==> src/rtl/cde_pkg.sv <==
// ----------------------------------------------------------------------------
// cde_pkg
// Shared types and constants of the circular deque engine: command codes,
// field widths and the sequencer state encoding.
// ----------------------------------------------------------------------------
package cde_pkg;

   localparam int CMD_W       = 3;
   localparam int FIELD_BYTES = 20;
   localparam int FIELD_W     = FIELD_BYTES * 8;
   localparam int COUNT_W     = 4;

   typedef enum logic [CMD_W-1:0] {
      CMD_PUSH_BACK  = 3'd0,
      CMD_PUSH_FRONT = 3'd1,
      CMD_POP_FRONT  = 3'd2,
      CMD_POP_BACK   = 3'd3,
      CMD_CLEAR      = 3'd4,
      CMD_STATUS     = 3'd5
   } cmd_type;

   typedef enum logic [1:0] {
      ST_ACCEPT = 2'b01,
      ST_READ   = 2'b10
   } state_type;

endpackage

==> src/rtl/cde_chan_if.sv <==
// ----------------------------------------------------------------------------
// cde_req_if / cde_rsp_if
// Valid/ready channels of the circular deque engine: the command channel
// and the result channel.
// ----------------------------------------------------------------------------
interface cde_req_if;
   logic                       valid;
   logic                       ready;
   logic [cde_pkg::CMD_W-1:0]  command;
   logic [63:0]                text_bytes_0_7;
   logic [63:0]                text_bytes_8_15;
   logic [31:0]                text_bytes_16_19;

   modport source (output valid, command, text_bytes_0_7, text_bytes_8_15,
                   text_bytes_16_19, input ready);
   modport sink   (input valid, command, text_bytes_0_7, text_bytes_8_15,
                   text_bytes_16_19, output ready);
endinterface

interface cde_rsp_if;
   logic                         valid;
   logic                         ready;
   logic                         status;
   logic [63:0]                  popped_bytes_0_7;
   logic [63:0]                  popped_bytes_8_15;
   logic [31:0]                  popped_bytes_16_19;
   logic [cde_pkg::COUNT_W-1:0]  entry_count;
   logic                         is_empty;
   logic                         is_full;

   modport source (output valid, status, popped_bytes_0_7, popped_bytes_8_15,
                   popped_bytes_16_19, entry_count, is_empty, is_full,
                   input ready);
   modport sink   (input valid, status, popped_bytes_0_7, popped_bytes_8_15,
                   popped_bytes_16_19, entry_count, is_empty, is_full,
                   output ready);
endinterface

==> src/rtl/circular_deque_engine_unit.sv <==
// ----------------------------------------------------------------------------
// circular_deque_engine_unit
// Double-ended queue of short texts held in a ring memory of SLOTS entries.
// ----------------------------------------------------------------------------
// Usage:
//   Commands arrive on req_ch (push back, push front, pop front, pop back,
//   clear, status only) and each one returns exactly one result on rsp_ch
//   with the status, the popped text, the entry count and the empty and
//   full flags after the command. One slot always stays free, so the ring
//   holds at most SLOTS-1 texts.
//   A result that needs no memory read is shown in the cycle after the
//   request transfer; a successful pop first reads its text into the
//   registered read port of the text memory and then into the result
//   register, and req_ch.ready stays low in ST_READ meanwhile. Otherwise
//   one command per cycle is taken while the receiver takes each result.
//   A new command is taken while a finished result is being transferred.
//   When the receiver stalls, the result register holds and req_ch.ready
//   stays low until the result is taken.
//   Reset empties the queue (both indices at SLOTS-1); the text memory is
//   not cleared, since no pop can reach an entry that was never written.
// ----------------------------------------------------------------------------
module circular_deque_engine_unit #(
   parameter int SLOTS      = 16,
   parameter int TEXT_BYTES = 20
) (
   input  logic        clock,
   input  logic        reset,
   cde_req_if.sink     req_ch,
   cde_rsp_if.source   rsp_ch
);

   localparam int IDX_W = (SLOTS > 1) ? $clog2(SLOTS) : 1;
   localparam int TW    = TEXT_BYTES * 8;
   localparam logic [IDX_W-1:0] LAST = IDX_W'(SLOTS - 1);

   function automatic logic [IDX_W-1:0] step_up(input logic [IDX_W-1:0] i);
      return (i == LAST) ? '0 : i + 1'b1;
   endfunction

   function automatic logic [IDX_W-1:0] step_down(input logic [IDX_W-1:0] i);
      return (i == '0) ? LAST : i - 1'b1;
   endfunction

   function automatic logic [IDX_W-1:0] count_of(input logic [IDX_W-1:0] f,
                                                 input logic [IDX_W-1:0] b);
      logic [IDX_W:0] wide;
      if (b >= f) begin
         wide = {1'b0, b} - {1'b0, f};
      end else begin
         wide = {1'b0, b} + (IDX_W+1)'(SLOTS) - {1'b0, f};
      end
      return wide[IDX_W-1:0];
   endfunction

   // Text memory and its registered read port.
   logic [TW-1:0]          text_mem [SLOTS];
   logic [TW-1:0]          rd_data_ff;

   logic [IDX_W-1:0]       front_ff, front_in;
   logic [IDX_W-1:0]       back_ff, back_in;
   cde_pkg::state_type     state_ff, state_in;

   logic                   rsp_valid_ff;
   logic                   rsp_status_ff;
   logic [cde_pkg::FIELD_W-1:0] rsp_text_ff;
   logic [cde_pkg::COUNT_W-1:0] rsp_count_ff;
   logic                   rsp_empty_ff;
   logic                   rsp_full_ff;

   logic                   accept;
   logic                   cur_empty, cur_full;
   logic                   fail, pop_ok;
   logic                   wr_en, rd_en;
   logic [IDX_W-1:0]       wr_addr, rd_addr;
   logic [TW-1:0]          clean_text;
   logic [cde_pkg::FIELD_W-1:0] raw_text;
   cde_pkg::cmd_type       cmd;

   assign req_ch.ready = (state_ff == cde_pkg::ST_ACCEPT) &&
                         (!rsp_valid_ff || rsp_ch.ready);
   assign accept       = req_ch.valid && req_ch.ready;
   assign cmd          = cde_pkg::cmd_type'(req_ch.command);
   assign raw_text     = {req_ch.text_bytes_16_19, req_ch.text_bytes_8_15,
                          req_ch.text_bytes_0_7};

   assign cur_empty = (front_ff == back_ff);
   assign cur_full  = (front_ff == step_up(back_ff));

   // The text ends at its first zero byte and at TEXT_BYTES; all later
   // bytes are stored as zero.
   always_comb begin
      logic                        ended;
      logic [cde_pkg::FIELD_W-1:0] kept;
      ended = 1'b0;
      kept  = '0;
      for (int i = 0; i < cde_pkg::FIELD_BYTES; i++) begin
         if ((i >= TEXT_BYTES) || (raw_text[i*8 +: 8] == 8'h00)) begin
            ended = 1'b1;
         end
         if (!ended) begin
            kept[i*8 +: 8] = raw_text[i*8 +: 8];
         end
      end
      clean_text = kept[TW-1:0];
   end

   always_comb begin
      front_in = front_ff;
      back_in  = back_ff;
      fail     = 1'b0;
      pop_ok   = 1'b0;
      wr_en    = 1'b0;
      rd_en    = 1'b0;
      wr_addr  = back_ff;
      rd_addr  = back_ff;
      if (accept) begin
         unique case (cmd)
            cde_pkg::CMD_PUSH_BACK: begin
               if (cur_full) begin
                  fail = 1'b1;
               end else begin
                  back_in = step_up(back_ff);
                  wr_en   = 1'b1;
                  wr_addr = step_up(back_ff);
               end
            end
            cde_pkg::CMD_PUSH_FRONT: begin
               if (cur_full) begin
                  fail = 1'b1;
               end else begin
                  front_in = step_down(front_ff);
                  wr_en    = 1'b1;
                  wr_addr  = front_ff;
               end
            end
            cde_pkg::CMD_POP_FRONT: begin
               if (cur_empty) begin
                  fail = 1'b1;
               end else begin
                  front_in = step_up(front_ff);
                  rd_en    = 1'b1;
                  rd_addr  = step_up(front_ff);
                  pop_ok   = 1'b1;
               end
            end
            cde_pkg::CMD_POP_BACK: begin
               if (cur_empty) begin
                  fail = 1'b1;
               end else begin
                  back_in = step_down(back_ff);
                  rd_en   = 1'b1;
                  rd_addr = back_ff;
                  pop_ok  = 1'b1;
               end
            end
            cde_pkg::CMD_CLEAR: begin
               if (cur_empty) begin
                  fail = 1'b1;
               end else begin
                  front_in = LAST;
                  back_in  = LAST;
               end
            end
            cde_pkg::CMD_STATUS: begin
            end
            default: begin
               fail = 1'b1;
            end
         endcase
      end
   end

   always_comb begin
      state_in = state_ff;
      unique case (state_ff)
         cde_pkg::ST_ACCEPT: begin
            if (accept && pop_ok) begin
               state_in = cde_pkg::ST_READ;
            end
         end
         cde_pkg::ST_READ: begin
            state_in = cde_pkg::ST_ACCEPT;
         end
         default: begin
            state_in = cde_pkg::ST_ACCEPT;
         end
      endcase
   end

   // Only one command is in flight per edge, so a write and a read never
   // meet on the same entry in the same cycle.
   always_ff @(posedge clock) begin
      if (wr_en) begin
         text_mem[wr_addr] <= clean_text;
      end
      if (rd_en) begin
         rd_data_ff <= text_mem[rd_addr];
      end
   end

   always_ff @(posedge clock) begin
      if (reset) begin
         front_ff     <= LAST;
         back_ff      <= LAST;
         state_ff     <= cde_pkg::ST_ACCEPT;
         rsp_valid_ff <= 1'b0;
      end else begin
         front_ff <= front_in;
         back_ff  <= back_in;
         state_ff <= state_in;
         if (accept) begin
            rsp_valid_ff <= !pop_ok;
         end else if (state_ff == cde_pkg::ST_READ) begin
            rsp_valid_ff <= 1'b1;
         end else if (rsp_ch.ready) begin
            rsp_valid_ff <= 1'b0;
         end
      end
   end

   // The result register is free at every accepted transfer, so the flags
   // are loaded then; a pop adds its text in the cycle after, from ST_READ.
   always_ff @(posedge clock) begin
      if (accept) begin
         rsp_status_ff <= fail;
         rsp_count_ff  <= cde_pkg::COUNT_W'(count_of(front_in, back_in));
         rsp_empty_ff  <= (front_in == back_in);
         rsp_full_ff   <= (front_in == step_up(back_in));
         rsp_text_ff   <= '0;
      end else if (state_ff == cde_pkg::ST_READ) begin
         rsp_text_ff   <= cde_pkg::FIELD_W'(rd_data_ff);
      end
   end

   assign rsp_ch.valid              = rsp_valid_ff;
   assign rsp_ch.status             = rsp_status_ff;
   assign rsp_ch.popped_bytes_0_7   = rsp_text_ff[63:0];
   assign rsp_ch.popped_bytes_8_15  = rsp_text_ff[127:64];
   assign rsp_ch.popped_bytes_16_19 = rsp_text_ff[159:128];
   assign rsp_ch.entry_count        = rsp_count_ff;
   assign rsp_ch.is_empty           = rsp_empty_ff;
   assign rsp_ch.is_full            = rsp_full_ff;

endmodule
==> src/flat_wrapper.sv <==
// flat-port wrapper written by rule: the top's interface ports become plain ports
module circular_deque_engine_unit_flat 
#(
   parameter int SLOTS      = 16,
   parameter int TEXT_BYTES = 20
)
  (clock, reset, req_ch_valid, req_ch_command, req_ch_text_bytes_0_7, req_ch_text_bytes_8_15, req_ch_text_bytes_16_19, req_ch_ready, rsp_ch_valid, rsp_ch_status, rsp_ch_popped_bytes_0_7, rsp_ch_popped_bytes_8_15, rsp_ch_popped_bytes_16_19, rsp_ch_entry_count, rsp_ch_is_empty, rsp_ch_is_full, rsp_ch_ready);
  cde_req_if req_ch_i ();
  cde_rsp_if rsp_ch_i ();
  input  logic clock;
  input  logic reset;
  input wire logic [$bits(req_ch_i.valid)-1:0] req_ch_valid;
  input wire logic [$bits(req_ch_i.command)-1:0] req_ch_command;
  input wire logic [$bits(req_ch_i.text_bytes_0_7)-1:0] req_ch_text_bytes_0_7;
  input wire logic [$bits(req_ch_i.text_bytes_8_15)-1:0] req_ch_text_bytes_8_15;
  input wire logic [$bits(req_ch_i.text_bytes_16_19)-1:0] req_ch_text_bytes_16_19;
  output wire logic [$bits(req_ch_i.ready)-1:0] req_ch_ready;
  output wire logic [$bits(rsp_ch_i.valid)-1:0] rsp_ch_valid;
  output wire logic [$bits(rsp_ch_i.status)-1:0] rsp_ch_status;
  output wire logic [$bits(rsp_ch_i.popped_bytes_0_7)-1:0] rsp_ch_popped_bytes_0_7;
  output wire logic [$bits(rsp_ch_i.popped_bytes_8_15)-1:0] rsp_ch_popped_bytes_8_15;
  output wire logic [$bits(rsp_ch_i.popped_bytes_16_19)-1:0] rsp_ch_popped_bytes_16_19;
  output wire logic [$bits(rsp_ch_i.entry_count)-1:0] rsp_ch_entry_count;
  output wire logic [$bits(rsp_ch_i.is_empty)-1:0] rsp_ch_is_empty;
  output wire logic [$bits(rsp_ch_i.is_full)-1:0] rsp_ch_is_full;
  input wire logic [$bits(rsp_ch_i.ready)-1:0] rsp_ch_ready;
  assign req_ch_i.valid = req_ch_valid;
  assign req_ch_i.command = req_ch_command;
  assign req_ch_i.text_bytes_0_7 = req_ch_text_bytes_0_7;
  assign req_ch_i.text_bytes_8_15 = req_ch_text_bytes_8_15;
  assign req_ch_i.text_bytes_16_19 = req_ch_text_bytes_16_19;
  assign req_ch_ready = req_ch_i.ready;
  assign rsp_ch_valid = rsp_ch_i.valid;
  assign rsp_ch_status = rsp_ch_i.status;
  assign rsp_ch_popped_bytes_0_7 = rsp_ch_i.popped_bytes_0_7;
  assign rsp_ch_popped_bytes_8_15 = rsp_ch_i.popped_bytes_8_15;
  assign rsp_ch_popped_bytes_16_19 = rsp_ch_i.popped_bytes_16_19;
  assign rsp_ch_entry_count = rsp_ch_i.entry_count;
  assign rsp_ch_is_empty = rsp_ch_i.is_empty;
  assign rsp_ch_is_full = rsp_ch_i.is_full;
  assign rsp_ch_i.ready = rsp_ch_ready;
  circular_deque_engine_unit #(.SLOTS(SLOTS), .TEXT_BYTES(TEXT_BYTES)) u_core (.clock(clock), .reset(reset), .req_ch(req_ch_i), .rsp_ch(rsp_ch_i));
endmodule
==> config.mk <==
export PLATFORM = sky130hd
export DESIGN_NAME = circular_deque_engine_unit_flat
export DESIGN_NICKNAME = d
export VERILOG_FILES = /design/src/rtl/cde_pkg.sv /design/src/rtl/cde_chan_if.sv /design/src/rtl/circular_deque_engine_unit.sv /design/src/flat_wrapper.sv
export SDC_FILE = /design/constraint.sdc
export NUM_CORES = 2
export LEC_CHECK = 0
export ABC_CLOCK_PERIOD_IN_PS = 22800
export BUFFER_PORTS_ARGS = -buffer_cell sky130_fd_sc_hd__buf_2
export CAP_MARGIN = 20
export CORE_ASPECT_RATIO = 0.6
export CORE_MARGIN = 4
export CORE_UTILIZATION = 56
export DETAILED_ROUTE_END_ITERATION = 10
export PLACE_DENSITY = 0.79
export SYNTH_ARGS = -nofsm -noshare
export SYNTH_HDL_FRONTEND = slang
export SYNTH_SLANG_ARGS = --single-unit
==> constraint.sdc <==
create_clock -name clock -period 22.8 [get_ports clock]
set_clock_uncertainty 0.2 [all_clocks]
set_input_delay 0 -clock clock [delete_from_list [all_inputs] [get_ports clock]]
set_output_delay 0 -clock clock [all_outputs]
set_load 0.02 [all_outputs]
==> run summary <==
EDFF count, synth: 2727
layout cell share with drive strength beyond 1: 10.1%
largest area contributor in the netlist: edfxtp_1
Layout area overhead: 11.8%
Worst Max-Slew Pin Slew: 1170 ps
Inserted Clock Buffers: 247
critical path class: flip-flop to flip-flop
count leader, synth: edfxtp_1
root buffer cell: clkbuf_16
Post-Syn Nets: 8333
number of remaining DRC errors: 0
Final Critical Period: 8590 ps
largest net degree at the start of global routing: 222
vias in the first global route: 68.9k
footprint of the multi-input gates: 0.0262 sq mm
gr usage total: 27.5%
worst skew pair latency: 900 ps
vias per inst: 6.41
count of final hold-check violations: 0
share of flip-flops with an asynchronous set or reset: 0%
worst slack at placement: 14150 ps
Vias: 72.7k
GP Congestion: 0.853
Max H-tree Level: 4
Synth warnings: 0
Startpoint Class: flip-flop
Sinks on Clock Net: 2898
initial antenna violation count: 12
Horiz. Die Dim: 591 microns
First DRT Iteration DRCs: 11.1k
buffer and inverter count on the worst path: 6
f_max: 116 MHz
drt first pass iters: 8
post-synth top area share: 71.8%
Required @ worst endpoint: 23350 ps
CP arrival: 9130 ps
max incr delay on CP: 920 ps
Relative slew margins: 21.8%
Synth Instances: 8157
I/O pin total: 336
max-cap viol count: 0
Row Count: 127
Inst Count DP: 10.7k
setup bufs post-CTS: 0
Synth Register Bits: 2898
Synth Flop Type: edfxtp_1
fin cells: 11.3k
die area: 0.211 sq mm
Max Root-Sink Buffers: 4
core footprint: 0.201 sq mm
crit path cell chain: nand2b_1 > nor3_4 > buf_12 > nand3_4 > mux2_8 > buf_12 > buf_4 > buf_4 > buf_4 > buf_4 > and2_1 > a211oi_1 > a311oi_1 > a21oi_1 > a21oi_1
Post-Syn Area: 0.114 sq mm
RSZ-0062 raised after global routing: false
first-pass GRT wire length: 441 mm
hpwl dp: 150 mm
CTS tree: yes
filler cell count: 13.9k
crit-path max FO: 196
critical path's top delay family: buffers and inverters
Antenna Violating Nets Remaining: 0
period utilization: 37.7%
Worst Hold Class: input port to flip-flop
maximum vdd drop: 0.0732 mV
CP max stage cell: mux2_8
Critical Path Sink Type: flip-flop
final WL: 300 mm
Routed wire per std cell: 26.4 microns
sequential fraction of the synthesis area: 74.8%
setup ws final: 14210 ps
gr ovfl total: 0
synth unique cells: 71
status: completed
nets: 8604
most used cell, CP: buf_4
Leak: 41.4 nW
Final Slew Violations: 0
clk slew on worst S/H paths: 70 ps
Total Neg Setup Slack: 0 ps
post-synthesis area per instance: 14.0 sq um
top cells by area, synth: edfxtp_1 (72%), nand2_1 (5.7%), a211oi_1 (4.0%)
Commonest cells post-synth: edfxtp_1 (2727), nand2_1 (1722), and2_1 (621)
IO Port Bufs: 335
PD cells: 89.5 mW/mm^2
Die H: 358 microns
sequential cell area: 0.0853 sq mm
final setup vio count: 0
initial core utilization: 56.7%
-- through the flow --
| stage | cell area [sq um] | utilization, % | total power [W] | hold slack, ps |
|---|---|---|---|---|
| 2_1_floorplan | 114000 | - | 0.00698 | -121 |
| 3_3_place_gp | 118000 | 58.5 | 0.00727 | 154 |
| 3_5_place_dp | 118000 | 58.5 | 0.00732 | 159 |
| 4_1_cts | 127000 | 63.3 | 0.0114 | 19.7 |
| 5_1_grt | 127000 | 63.4 | 0.0118 | 91.2 |
| 6_report | 127000 | 63.4 | 0.0114 | 88.3 |
-- cells by family after synthesis --
group	count (synthesis)	share of synthesized area (%)
mux	8	0.0823
flops	2898	74.8
buf+inv	640	2.39
fa+ha+maj	9	0.105
xor+xnor	19	0.184
compound gates	1763	11.0
simple gates	2820	11.4
-- layout by cell type (no fill, tap or decap), types with 8 or more instances in the layout --
master and instances:
edfxtp_1 2727, nand2_1 1722, and2_1 621, a211oi_1 599, a311oi_1 481, a21oi_1 475, buf_2 336, clkbuf_16 249
dlygate4sd3_1 186, dfxtp_1 171, a31oi_1 164, nor3_1 142, buf_4 106, nand3_1 93, and2_0 67, and3_1 66
clkbuf_1 52, clkinv_2 48, clkinv_1 45, nor4_1 33, nor2_1 22, inv_1 18, clkbuf_8 18, bufinv_16 17
nor2_4 16, buf_12 13, xnor2_1 10, clkinvlp_4 9, ha_1 8, inv_6 8
-- final timing paths --
check	to	slack (ps)	startpoint	cells past startpoint
worst max-delay path	u_core.rd_data_ff[39]	14210	u_core.state_ff[1]	15
worst max register to register	u_core.rd_data_ff[39]	14210	u_core.state_ff[1]	15
worst min register to register	u_core.rsp_text_ff[132]	250	u_core.rsp_text_ff[132]	2
worst min-delay path	u_core.text_mem[3][158]	90	req_ch_text_bytes_16_19[30]	3
-- power by group --
| part | internal, W | switching [W] |
|---|---|---|
| Sequential | 0.00593 | 0.0000247 |
| Combinational | 0.000406 | 0.000911 |
| Clock | 0.00226 | 0.00188 |
-- routing by layer --
layer / GRT usage (%) / part of all wire, % / routed length [microns] / vias to the layer above
li1: - / - / - / 31500
met1: 40.6 / 39 / 118000 / 35800
met2: 42.2 / 46 / 137000 / 4787
met3: 5.02 / 12 / 35800 / 585
met4: 8.46 / 3.0 / 9120 / 0
met5: 0 / 0 / 0 / -
-- flip-flops by register name, summed over array words and instances (netlist names), 2 cells and up --
name	count
u_core.state_ff	2
u_core.rd_data_ff	160
u_core.rsp_text_ff	160
u_core.text_mem	2560
u_core.rsp_ch.entry_count	4
u_core.front_ff	4
u_core.back_ff	4
-- cell type report --
class | instances | area share (%)
sequential | 2898 | 66.9
antenna | 5 | 0.00981
multi-input combinational | 4619 | 20.5
timing repair buffer | 643 | 3.65
clock inverter | 134 | 0.931
inverter | 19 | 0.0618
clock buffer | 319 | 5.24
tap | 2709 | 2.66
-- worst register-to-register path: stages, from the launching register on --
cell,delay [ps]
dfxtp_1,350
nand2b_1,290
nor3_4,220
buf_12,460
nand3_4,400
mux2_8,920
buf_12,760
buf_4,1060
buf_4,930
buf_4,850
buf_4,950
and2_1,400
a211oi_1,70
a311oi_1,390
a21oi_1,90
a21oi_1,180
-- repair_timing --
action | in CTS | in global routing
gates resized for setup | 0 | 0
endpoints found under the hold margin | 2720 | 0
hold buffers | 186 | 0
(Power assumes the default switching activity.)
